File: src/rtl/core/bcfc_pkg.sv
// ----------------------------------------------------------------------------
// bcfc_pkg
// Shared types and constants of the block-circulant frequency-domain
// convolution engine.
// ----------------------------------------------------------------------------
package bcfc_pkg;

   localparam int STORE_AW    = 16;
   localparam int STORE_DEPTH = 65536;
   localparam int BIAS_AW     = 6;
   localparam int BIAS_DEPTH  = 64;
   localparam int MAX_BLOCK   = 16;
   localparam int LANE_AW     = 4;

   localparam logic [1:0] ACT_FEATURE = 2'd0;
   localparam logic [1:0] ACT_WEIGHT  = 2'd1;
   localparam logic [1:0] ACT_BIAS    = 2'd2;
   localparam logic [1:0] ACT_COMPUTE = 2'd3;

   localparam logic [3:0] REG_IN_CHANNELS  = 4'd0;
   localparam logic [3:0] REG_OUT_CHANNELS = 4'd1;
   localparam logic [3:0] REG_HEIGHT       = 4'd2;
   localparam logic [3:0] REG_WIDTH        = 4'd3;
   localparam logic [3:0] REG_KERNEL       = 4'd4;
   localparam logic [3:0] REG_STRIDE       = 4'd5;
   localparam logic [3:0] REG_PADDING      = 4'd6;
   localparam logic [3:0] REG_BLOCK_SIZE   = 4'd7;

   typedef struct packed {
      logic [1:0]         action;
      logic [15:0]        address;
      logic signed [31:0] value_re;
      logic signed [31:0] value_im;
      logic [5:0]         out_row;
      logic [5:0]         out_col;
      logic [5:0]         out_group;
   } req_type;

   typedef struct packed {
      logic [5:0]         out_channel;
      logic signed [31:0] out_re;
      logic signed [31:0] out_im;
      logic               last;
   } rsp_type;

   typedef struct packed {
      logic [6:0] in_channels;
      logic [6:0] out_channels;
      logic [5:0] height;
      logic [5:0] width;
      logic [1:0] kernel;
      logic [2:0] stride;
      logic [1:0] padding;
      logic [4:0] block_size;
   } cfg_type;

   // Head of the request queue as seen by the back end.
   typedef struct packed {
      logic    valid;
      req_type item;
   } queue_head_type;

endpackage

File: src/rtl/core/bcfc_front.sv
// ----------------------------------------------------------------------------
// bcfc_front
// Request intake: configuration registers and a two-entry request queue.
// ----------------------------------------------------------------------------
module bcfc_front (
   input  logic                     clock,
   input  logic                     reset,
   input  logic                     start,
   output logic                     busy,
   input  bcfc_pkg::req_type        req_item,
   input  logic                     csr_valid,
   output logic                     csr_ready,
   input  logic [3:0]               csr_index,
   input  logic [7:0]               csr_data,
   output bcfc_pkg::cfg_type        cfg,
   output bcfc_pkg::queue_head_type head,
   input  logic                     pop
);

   bcfc_pkg::cfg_type cfg_ff, cfg_in;
   bcfc_pkg::req_type mem_ff [2];
   logic              wptr_ff, rptr_ff;
   logic [1:0]        count_ff, count_in;
   logic              push, do_pop;

   assign csr_ready = 1'b1;

   always_comb begin
      cfg_in = cfg_ff;
      if (csr_valid) begin
         case (csr_index)
            bcfc_pkg::REG_IN_CHANNELS:  cfg_in.in_channels  = csr_data[6:0];
            bcfc_pkg::REG_OUT_CHANNELS: cfg_in.out_channels = csr_data[6:0];
            bcfc_pkg::REG_HEIGHT:       cfg_in.height       = csr_data[5:0];
            bcfc_pkg::REG_WIDTH:        cfg_in.width        = csr_data[5:0];
            bcfc_pkg::REG_KERNEL:       cfg_in.kernel       = csr_data[1:0];
            bcfc_pkg::REG_STRIDE:       cfg_in.stride       = csr_data[2:0];
            bcfc_pkg::REG_PADDING:      cfg_in.padding      = csr_data[1:0];
            bcfc_pkg::REG_BLOCK_SIZE:   cfg_in.block_size   = csr_data[4:0];
            default: ;
         endcase
      end
   end

   always_ff @(posedge clock) begin
      if (reset) begin
         cfg_ff.in_channels  <= 7'd64;
         cfg_ff.out_channels <= 7'd64;
         cfg_ff.height       <= 6'd32;
         cfg_ff.width        <= 6'd32;
         cfg_ff.kernel       <= 2'd3;
         cfg_ff.stride       <= 3'd1;
         cfg_ff.padding      <= 2'd1;
         cfg_ff.block_size   <= 5'd8;
      end else begin
         cfg_ff <= cfg_in;
      end
   end

   assign cfg    = cfg_ff;
   assign busy   = (count_ff == 2'd2);
   assign push   = start && !busy;
   assign do_pop = pop && (count_ff != 2'd0);

   always_comb begin
      count_in = count_ff;
      if (push && !do_pop) begin
         count_in = count_ff + 2'd1;
      end else if (!push && do_pop) begin
         count_in = count_ff - 2'd1;
      end
   end

   always_ff @(posedge clock) begin
      if (reset) begin
         wptr_ff  <= 1'b0;
         rptr_ff  <= 1'b0;
         count_ff <= 2'd0;
      end else begin
         count_ff <= count_in;
         if (push) begin
            wptr_ff <= !wptr_ff;
         end
         if (do_pop) begin
            rptr_ff <= !rptr_ff;
         end
      end
   end

   always_ff @(posedge clock) begin
      if (push) begin
         mem_ff[wptr_ff] <= req_item;
      end
   end

   assign head.valid = (count_ff != 2'd0);
   assign head.item  = mem_ff[rptr_ff];

endmodule

File: config.mk
export PLATFORM = sky130hd
export DESIGN_NAME = bcfc_front
export DESIGN_NICKNAME = d
export VERILOG_FILES = /design/src/rtl/core/bcfc_pkg.sv /design/src/rtl/core/bcfc_front.sv
export SDC_FILE = /design/constraint.sdc
export NUM_CORES = 1
export LEC_CHECK = 0
export ABC_AREA = 1
export BUFFER_PORTS_ARGS = -buffer_cell sky130_fd_sc_hd__buf_4
export CORE_MARGIN = 2
export CORE_UTILIZATION = 40
export DETAILED_ROUTE_END_ITERATION = 10
export PLACE_DENSITY = 0.74
export RECOVER_POWER = 100
export SYNTH_ARGS = -nofsm -noshare
export SYNTH_HDL_FRONTEND = slang
export SYNTH_SLANG_ARGS = --single-unit
File: constraint.sdc
create_clock -name clock -period 10.1 [get_ports clock]
set_input_delay 1.01 -clock clock [delete_from_list [all_inputs] [get_ports clock]]
set_output_delay 1.01 -clock clock [all_outputs]
set_load 0.01 [all_outputs]
After elaboration in Yosys (flattened, before gate mapping) --
Memory sizes are Yosys's and may differ from the RTL's. A register that Yosys moved wholly into a read port is not among the register bits. Cells that the tools add are included.
Storage, ports and cells: output and inout port bits 141, memory bits (writable) 200, register bits 42, word-level logic and storage cells 48, memories kept 1
Memory list:
- mem_ff | words 2, bits a word 100, rd ports 1, clocked after memory_dff 1, wr ports 1, line bcfc_front.sv:21 | bcfc_pkg::req_type mem_ff [2];
Operators by class: add/sub/neg operators 2, eq/ne operators 8, reduce and logical (&&, ||, !) cells 20, muxes and demuxes 6
Operators with widths (count):
- 4-bit by 3-bit equality test with 1-bit output, second input constant | 4
- 2-bit AND reduction | 8
- 4-bit by 2-bit equality test with 1-bit output, second input constant | 2
- 1-bit zero test | 5
- 4-bit by 1-bit equality test with 1-bit output, second input constant | 1
- 1-bit logical AND | 4
- 4-bit zero test | 1
- 1-bit 2-to-1 mux | 4
- 2-bit 2-to-1 mux | 2
- 2-bit nonzero test | 2
- 2-bit by 1-bit adder with 2-bit output, second input constant | 1
- 2-bit equality test, second input constant | 1
- 2-bit by 1-bit subtractor with 2-bit output, second input constant | 1

Longest topological paths before layout --
depth in word-level cells 7, mapped depth 10

Worst setup path after synthesis --
OpenSTA, ideal clock, no wires.
path kind input to register, start in start, end mem mem_ff[0][0] in the netlist's numbering, enable pin, slack 4.212 ns, path buffers 0, data arrival time 5.328 ns, data required time 9.540 ns, stages on the path 2, cells stage by stage o21ai_0 nor2_1
Between the ends: longest elaborated chain between the ends 3
RTL lines:
- start: declaration | line bcfc_front.sv:8 | input logic start,
- 1-bit logical AND | line bcfc_front.sv:62 | assign push = start && !busy;
- 1-bit 2-to-1 mux | line bcfc_front.sv:91 | if (push) begin
- 1-bit 2-to-1 mux (not written as such) | line bcfc_front.sv:92 | mem_ff[wptr_ff] <= req_item;
- end: declaration | line bcfc_front.sv:21
Every way passes these cells.

==> results.txt <==
----------------------------------------------------
[Synthesis]
  Gate count after technology mapping ... 576
  Combinational family with the most area after synthesis ... multiplexers
  Synth top area share ... 66.85%
  Leading area contributor after synthesis ... sky130_fd_sc_hd__edfxtp_1
  Post-synthesis share of cell area spent on xor and xnor gates ... 0%
  #FFs+latches synth ... 243
  Summed instance area of the synthesized netlist ... 0.008984 mm2
  Compound-gate portion of the synthesized area ... 0.6128%
  Adder-Cell Fraction of Synth Area ... 0.1393%
  Cell types with the largest area share after synthesis ... sky130_fd_sc_hd__edfxtp_1, sky130_fd_sc_hd__mux2_2, sky130_fd_sc_hd__dfxtp_1
  Warning count from the yosys run ... 0
  Number of synthesized flops with an enable pin ... 200
  Portion of netlist area occupied by mux cells ... 12.53%
  Most used standard cells in the synthesized netlist ... sky130_fd_sc_hd__edfxtp_1, sky130_fd_sc_hd__mux2_2, sky130_fd_sc_hd__nor2_1, sky130_fd_sc_hd__nand2_1, sky130_fd_sc_hd__dfxtp_1
  Netlist cell types ... 21
  Cell with the most instances after synthesis ... sky130_fd_sc_hd__edfxtp_1
  Portion of the post-synthesis area used by sequential elements ... 76.43%
  Syn Area/Cell ... 15.60 um2
  Simple-gate share of the synthesized area ... 8.050%
  FFs w/ async S/R, synth ... 0%
  Synthesized netlist net count ... 694
  Most frequently used flop master after synthesis ... sky130_fd_sc_hd__edfxtp_1

[Die]
  Die area ... 0.02367 mm2
  Die boundary height ... 153.9 um
  Die boundary width ... 153.9 um
  Cell Rows ... 54
  Area of the placeable core ... 0.02196 mm2
  Starting utilization of the core area ... 40.91%
  Boundary pin count ... 258

[Flow run]
  Number of maximum-capacitance violations ... 6

[Setup path]
  Startpoint kind of the worst setup timing path ... register
  Critical path data arrival time ... 5460 ps
  Required time at the worst-slack endpoint ... 9090 ps
  Setup CP Type ... reg2out
  Worst path most repeated cell ... sky130_fd_sc_hd__clkbuf_1
  Worst path cell trace ... clkbuf_1 > mux2_2 > clkbuf_1
  Crit. End Element ... output pin
  Critical Path Slowest Stage Cell ... sky130_fd_sc_hd__clkbuf_1
  Largest stage delay on the critical path ... 2730 ps
  Maximum fanout along the worst path ... 65

[Power]
  Worst supply voltage drop on vdd ... 0.1114 mV
  Leak Pwr ... 4.207 nW
  Share of power burned in the clock network ... 31.0%
  Internal ... 1.955 mW
  Power Dens Cells ... 231.2 mW/mm2
  Switching Fraction ... 26.34%
  Net switching power ... 0.6993 mW
  Sequential share of power ... 48.4%
  Comb pwr share ... 20.6%

[Run status]
  Outcome ... finished with violations
  Failing checks ... max-capacitance violations, max-slew violations

[Clocking]
  CTS Root Cell ... sky130_fd_sc_hd__clkbuf_16
  H-tree depth ... 1
  # clock sinks ... 243
  Clock edge transition at the registers on the reported setup and hold paths ... 60 ps
  Clock tree from TritonCTS ... done
  Buffer depth of the longest clock path ... 3
  PostCTS Resize Cnt ... 0
  Insertion delay to the later sink of the worst-skew pair ... 520 ps
  Number of buffers inserted by post-CTS setup repair ... 0
  Total CTS buffers ... 25
  CTS hold repair buffers ... 0

[Timing]
  Post-Route Skew ... 12.83 ps
  TNS Setup ... 0 ps
  Final count of hold timing violations ... 0
  Final Slew Violations ... 307
  Ratio of final minimum period to clock period ... 64.06%
  Highest achievable clock rate ... 0.1545 GHz
  Time the final worst path needs with I/O delays and setup ... 6470 ps
  Worst slew pin tran ... 3750 ps
  Final setup fails ... 0
  Max transition margin ... -150.0%
  Setup repair after global routing missed its margin ... no

[Layout]
  Relative area change from synthesis to final layout ... 27.81%
  Proportion of layout cells with a drive suffix above 1 ... 32.40%
  Count of inserted antenna diode cells ... 0
  Layout Cell Area excl Fill ... 0.01148 mm2
  Layout Nets ... 962

[GRT]
  Global-route wire length before repair ... 28900 um
  GRT Residual Overflow ... 0
  Largest net degree at the start of global routing ... 66
  Initial antenna violation count ... 1
  Number of global-route vias before repair ... 5358
  Overall fraction of global-route tracks in use ... 15.46%

[Placed design]
  Dpl cell area ... 0.01120 mm2
  IO buf count ... 255
  Placer congestion estimate ... 0.8351
  HPWL after DPL ... 13090 um

[Routing]
  Wire per inst ... 16.95 um
  Total via count after detailed routing ... 5561
  Final Routed Wirelength ... 19340 um
  DRC violation count after routing ... 0
  Count of antenna-violating nets left after detailed routing ... 0
  Router iterations before antenna repair ... 5
  Initial detailed-routing violation count ... 202
  Post-DR vias/cell ... 4.874

[Min path]
  Hold WC Path Type ... reg2reg

----------------------------------------------------
==> per-stage QoR <==
step	cells	hold WS, ps	worst slack [ps]	utilization (%)	power (mW)
CTS	1141	465.9	6422	54.34	2.739
finish	1141	465.2	3630	52.29	2.655
global route	1141	505.6	3150	52.29	2.773
global placement	1097	447.2	6965	51.01	1.893
detailed placement	1097	448.7	6973	51.01	1.907
floorplan	576	464.1	4212	-	1.621
==> kinds of logic after synthesis <==
| group | count (synthesis) |
|---|---|
| DFF | 243 |
| and+or+nand+nor | 177 |
| muxes | 100 |
| buffers and inverters | 43 |
| AOI/OAI and AO/OA | 11 |
| adders and majority gates | 1 |
| other | 1 |
==> critical path, delay by kind of cell (launching register included) <==
family                 cells  cell delay (ps)
buffers and inverters      2             2920
DFF                        1             1410
muxes                      1              530
==> power groups by stage <==
stage,clock network (mW),logic (mW),registers [mW]
finish,0.823,0.547,1.28
global route,0.885,0.590,1.30
CTS,0.848,0.614,1.28
detailed placement,0,0.610,1.30
global placement,0,0.604,1.29
floorplan,0,0.331,1.29
==> cell usage in the layout, fill, tap and decap left out, types with 22 or more instances in the layout <==
master	n
sky130_fd_sc_hd__buf_4	52
sky130_fd_sc_hd__clkbuf_1	124
sky130_fd_sc_hd__clkbuf_16	25
sky130_fd_sc_hd__clkbuf_4	92
sky130_fd_sc_hd__dfxtp_1	43
sky130_fd_sc_hd__edfxtp_1	200
sky130_fd_sc_hd__inv_1	22
sky130_fd_sc_hd__mux2_2	97
sky130_fd_sc_hd__nand2_1	66
sky130_fd_sc_hd__nand3_1	30
sky130_fd_sc_hd__nor2_1	74
==> flip-flops by register name (all words and copies together), names as in the netlist, named ones only <==
register / count
cfg: 38
count_ff: 2
mem_ff: 200
rptr_ff: 1
wptr_ff: 1
==> final cells by class <==
type	count	area, um2
clock buffers	33	665.6
clock inverters	11	65.06
fillers	1874	10480
inverters	23	86.33
multi-input cells	290	1928
flip-flops and latches	243	6867
well taps	280	350.3
repair buffers	261	1520
==> worst paths after layout <==
path,start,to,slack [ps],cells past startpoint
min reg2reg,cfg[37]$_SDFFE_PP1P_,cfg[37]$_SDFFE_PP1P_,470,2
max,register,head[99],3630,3
max reg2reg,count_ff[0]$_SDFFE_PP0P_,mem_ff[0][4]$_DFFE_PP_,6100,3
min,cfg[37]$_SDFFE_PP1P_,cfg[37]$_SDFFE_PP1P_,470,2
==> layer usage <==
metal | up-vias | global-route usage (%) | wire [um]
met1 | 2688 | 18.42 | 7542
met5 | - | 0 | 13
li1 | 2604 | - | -
met3 | 35 | 6.483 | 2076
met2 | 232 | 26.08 | 9266
met4 | 2 | 3.872 | 444
Note: power is estimated with default switching activity, not from simulation.
